$ cat src/rtl/swia_pkg.sv
// shared types and constants of the window ssim accumulator
package swia_pkg;

  localparam int SCALE_LOG2_DEF  = 10;
  localparam int MAX_WINDOWS_DEF = 1048576;

  localparam int SUM_W   = 14;
  localparam int SQ_W    = 22;
  localparam int TOT_W   = 64;
  localparam int COUNT_W = 21;
  localparam int WS_W    = 4;
  localparam int CST_W   = 30;
  localparam int CFG_IDX_W  = 2;
  localparam int CFG_DATA_W = 30;
  localparam int DIV_CNT_W  = 6;

  localparam logic [CFG_IDX_W-1:0] REG_WINDOW_SIZE = 2'd0;
  localparam logic [CFG_IDX_W-1:0] REG_C1          = 2'd1;
  localparam logic [CFG_IDX_W-1:0] REG_C2          = 2'd2;

  typedef enum logic [4:0] {
    ST_IDLE, ST_W2, ST_M, ST_RR, ST_CC, ST_VR, ST_VC, ST_VX, ST_ABCD,
    ST_NUM, ST_DEN, ST_DINIT, ST_DIV, ST_DFIX,
    ST_SQ0A, ST_SQ1A, ST_SQ0B, ST_SQ1B, ST_ACC
  } state_t;

  typedef enum logic [4:0] {
    OP_NONE, OP_LOAD, OP_W2, OP_M, OP_RR, OP_CC, OP_VR, OP_VC, OP_VX,
    OP_ABCD, OP_NUM, OP_DEN, OP_DINIT, OP_DSTEP, OP_DFIX,
    OP_SQ0, OP_SQ1, OP_ACC
  } op_t;

  typedef struct packed {
    op_t op;
  } cmd_t;

  typedef struct packed {
    logic div_last;
    logic out_block;
  } status_t;

endpackage

$ cat src/rtl/swia_ctrl.sv
// sequencer for the window ssim datapath
module swia_ctrl (
  input  logic              clk,
  input  logic              rst_n,
  input  logic              in_valid,
  input  swia_pkg::status_t status,
  output swia_pkg::cmd_t    cmd,
  output logic              busy
);
  import swia_pkg::*;

  state_t state_r, state_nxt;

  always_ff @(posedge clk) begin
    if (!rst_n) begin
      state_r <= ST_IDLE;
    end else begin
      state_r <= state_nxt;
    end
  end

  always_comb begin
    state_nxt = state_r;
    case (state_r)
      ST_IDLE:  if (in_valid) state_nxt = ST_W2;
      ST_W2:    state_nxt = ST_M;
      ST_M:     state_nxt = ST_RR;
      ST_RR:    state_nxt = ST_CC;
      ST_CC:    state_nxt = ST_VR;
      ST_VR:    state_nxt = ST_VC;
      ST_VC:    state_nxt = ST_VX;
      ST_VX:    state_nxt = ST_ABCD;
      ST_ABCD:  state_nxt = ST_NUM;
      ST_NUM:   state_nxt = ST_DEN;
      ST_DEN:   state_nxt = ST_DINIT;
      ST_DINIT: state_nxt = ST_DIV;
      ST_DIV:   if (status.div_last) state_nxt = ST_DFIX;
      ST_DFIX:  state_nxt = ST_SQ0A;
      ST_SQ0A:  state_nxt = ST_SQ1A;
      ST_SQ1A:  state_nxt = ST_SQ0B;
      ST_SQ0B:  state_nxt = ST_SQ1B;
      ST_SQ1B:  state_nxt = ST_ACC;
      ST_ACC:   if (!status.out_block) state_nxt = ST_IDLE;
      default:  state_nxt = ST_IDLE;
    endcase
  end

  always_comb begin
    cmd.op = OP_NONE;
    busy   = 1'b1;
    case (state_r)
      ST_IDLE: begin
        cmd.op = OP_LOAD;
        busy   = 1'b0;
      end
      ST_W2:    cmd.op = OP_W2;
      ST_M:     cmd.op = OP_M;
      ST_RR:    cmd.op = OP_RR;
      ST_CC:    cmd.op = OP_CC;
      ST_VR:    cmd.op = OP_VR;
      ST_VC:    cmd.op = OP_VC;
      ST_VX:    cmd.op = OP_VX;
      ST_ABCD:  cmd.op = OP_ABCD;
      ST_NUM:   cmd.op = OP_NUM;
      ST_DEN:   cmd.op = OP_DEN;
      ST_DINIT: cmd.op = OP_DINIT;
      ST_DIV:   cmd.op = OP_DSTEP;
      ST_DFIX:  cmd.op = OP_DFIX;
      ST_SQ0A, ST_SQ0B: cmd.op = OP_SQ0;
      ST_SQ1A, ST_SQ1B: cmd.op = OP_SQ1;
      ST_ACC:   cmd.op = status.out_block ? OP_NONE : OP_ACC;
      default:  cmd.op = OP_NONE;
    endcase
  end

endmodule

$ cat config.mk
export PLATFORM = sky130hd
export DESIGN_NAME = swia_ctrl
export DESIGN_NICKNAME = d
export VERILOG_FILES = /design/src/rtl/swia_pkg.sv /design/src/rtl/swia_ctrl.sv
export SDC_FILE = /design/constraint.sdc
export NUM_CORES = 1
export LEC_CHECK = 0
export BUFFER_PORTS_ARGS = -buffer_cell sky130_fd_sc_hd__clkbuf_2
export CAP_MARGIN = 20
export CORE_MARGIN = 2
export CORE_UTILIZATION = 33
export CTS_BUF_LIST = sky130_fd_sc_hd__clkbuf_4 sky130_fd_sc_hd__clkbuf_8 sky130_fd_sc_hd__clkbuf_16
export DETAILED_ROUTE_END_ITERATION = 8
export PLACE_DENSITY_LB_ADDON = 0.08
export SYNTH_ARGS = -nofsm -noshare
export SYNTH_HDL_FRONTEND = slang
export SYNTH_SLANG_ARGS = --single-unit
$ cat constraint.sdc
create_clock -name clk -period 2 [get_ports clk]
set_input_delay 0.4 -clock clk [delete_from_list [all_inputs] [get_ports clk]]
set_output_delay 0.4 -clock clk [all_outputs]
set_load 0.005 [all_outputs]
==> impl_metrics.toml <==
[outcome]
status = "completed"

[timing]
timing_hold_violations_final = 0
hold_slack_ns = 0.411
fin_skew_ns = 0.00199
maxSlewHeadroom_pct = 75.6
fmax_mhz = 549
min_period_ns = 1.82
setup_viol = 0
setup_tns_ns = 0
fin_crit_sh_pct = 91.0
tightest_slew_ns = 0.366
maxSlewViolCount = 0
fin_ws_ns = 0.180
rsz0062_at_grt = "false"

[global_routing]
grt_pass1_wl_um = 1750
overflow = 0
grt_start_max_net_pins = 13
grt_pass1_vias = 411
grt.total_usage_pct = 14.1
antenna_found_initial = 0

[drt]
vias = 410
drt-wirelength-per-cell_um = 12.9
drc = 0
firstDrtPassIters = 4
drtAntennaViolNets = 0
via_per_inst = 5.06
drt-initial-drc-count = 1
drt_wl_total_um = 1040

[die]
dieArea_sq_um = 1740
die_w_um = 41.8
die_h_um = 41.8
initial_core_util_pct = 35.7
ios = 11
core_area_sq_um = 1320
fp-row-count = 13

[setup_path]
path_max_fanout = 7
crit_required_ns = 1.60
critPathArrivalTime_ns = 1.42
worstSetupPathType = "reg -> out"
start_kind = "flip-flop"
cp-end-kind = "primary output"

[final_layout]
largest_reg_flops = 5
final_cell_mix = "clkbuf_2 (10), nor2_1 (5), nand2_1 (5), a21oi_1 (4), clkbuf_4 (4)"
antenna_cells = 0
finalNetCount = 72
drive_gt1_share_pct = 43.9
regMostFlops = "state_r"
synthToLayoutAreaGrowth_pct = 16.2
final_common_cell = "clkbuf_2"
largestRegisters = "state_r x5"

[yosys]
syn-num-nets = 60
ys_seq_elements = 5
synth_seq_area_share_pct = 21.3
synth.distinct_cells = 30
syn_area_sq_um = 470
synthCells = 55
avgSynthCellArea_sq_um = 8.55
ys_warn_count = 0

[cts]
cts_tree = "yes"
ctsLongestPathBuffers = 2
cts-root-buf = "clkbuf_4"
clock_latency_ns = 0.24
cts.sinks = 5
htree_levels = 1
cts_buffers = 3
clk_pin_slew_worst_paths_ns = 0.04

[place]
place_congestion = 0.727
io_buffers = 10
post-place-ws_ns = 0.351
dp_hpwl_um = 801

[power_and_ir_drop]
p_leak_nw = 0.225
vdd.ir_drop.worst_uv = 400
power_density_nw_per_um2 = 564

[flow_run]
drv_cap = 0

[worst_hold_path]
hold_path.class = "in -> reg"
-- worst max-delay path, cell delays in order (launching register included) --
cell	delay, ns
dfxtp_1	0.46
nor4b_4	0.35
nor2_1	0.09
a21oi_1	0.15
clkbuf_2	0.13
-- power by group --
| part | switching [mW] | internal (mW) | total, mW |
|---|---|---|---|
| logic | 0.0265 | 0.0339 | 0.0605 |
| clock network | 0.0430 | 0.0891 | 0.132 |
| registers | 0.0116 | 0.104 | 0.116 |
-- per-stage QoR --
step           instances  power (mW)  cell area (sq um)  util [%]
2_1_floorplan         55       0.160                470         -
3_3_place_gp          77       0.179                514      39.0
3_5_place_dp          77       0.179                514      39.0
4_1_cts               81       0.314                544      41.3
5_1_grt               81       0.334                547      41.5
6_report              81       0.309                547      41.5
-- timing repair --
item | 4_1_cts | 5_1_grt
endpoints found under the setup margin | 0 | 2
resized for setup | 0 | 2
hold endpoints to repair | 0 | 0
setup buffers | 0 | 0
hold buffers | 0 | 0
-- synth_stat cells --
master    instances  share of area, %
o31a_1            1               1.9
a21oi_1           4               4.3
dfxtp_1           5                21
o21bai_1          1               1.6
buf_4             1               1.6
xor2_1            2               3.7
o21ai_0           2               2.1
nor2_1            5               4.0
a211oi_2          2               5.3
mux2_2            2               4.8
nand3_2           1               2.1
buf_6             2               4.8
nor2b_1           3               4.0
nor4b_2           1               3.2
nor3_1            1               1.1
nand3b_1          1               1.6
or3_4             1               2.4
o211ai_1          1               1.6
and4b_1           1               2.1
nand2_2           1               1.3
nor4b_4           1               5.1
inv_1             3               2.4
nand3_1           1               1.1
o22ai_1           1               1.3
a21boi_4          1               4.0
a31oi_1           1               1.3
and2_1            1               1.3
nand2_1           5               4.0
o22ai_2           1               2.7
buf_2             2               2.1
-- final timing paths --
path / slack (ns) / endpoint / cells after the start / start
worst max register to register: 0.80 / state_r[1]$_SDFFE_PN0P_ / 3 / state_r[3]$_SDFFE_PN0P_
worst min register to register: 0.62 / state_r[0]$_SDFFE_PN0P_ / 1 / state_r[0]$_SDFFE_PN0P_
worst max-delay path: 0.18 / cmd[4] / 4 / state_r[4]$_SDFFE_PN0P_
worst min-delay path: 0.41 / state_r[2]$_SDFFE_PN0P_ / 3 / rst_n
-- routing by layer --
metal | wire length, um | track usage [%]
met3 | 49 | 7.83
met5 | 0 | 0
met4 | 19 | 9.68
met1 | 514 | 16.6
met2 | 460 | 19.1
-- logic make-up (layout without fill, tap and decap cells) --
family          after synthesis  count (layout)  synth area share [%]
xor+xnor                      2               2                  3.72
flops                         5               5                  21.3
mux                           2               2                  4.79
simple gates                 23              23                  33.2
buf+inv                       8              19                  10.9
compound gates               15              15                  26.1
-- cell type report --
class / count / area (sq um)
Fill cell: 148 / 771
Clock buffer: 4 / 30.0
Tap cell: 15 / 18.8
Inverter: 3 / 11.3
Sequential cell: 5 / 103
Timing Repair Buffer: 12 / 65.1
Multi-Input combinational cell: 42 / 319
(Power assumes the default switching activity.)
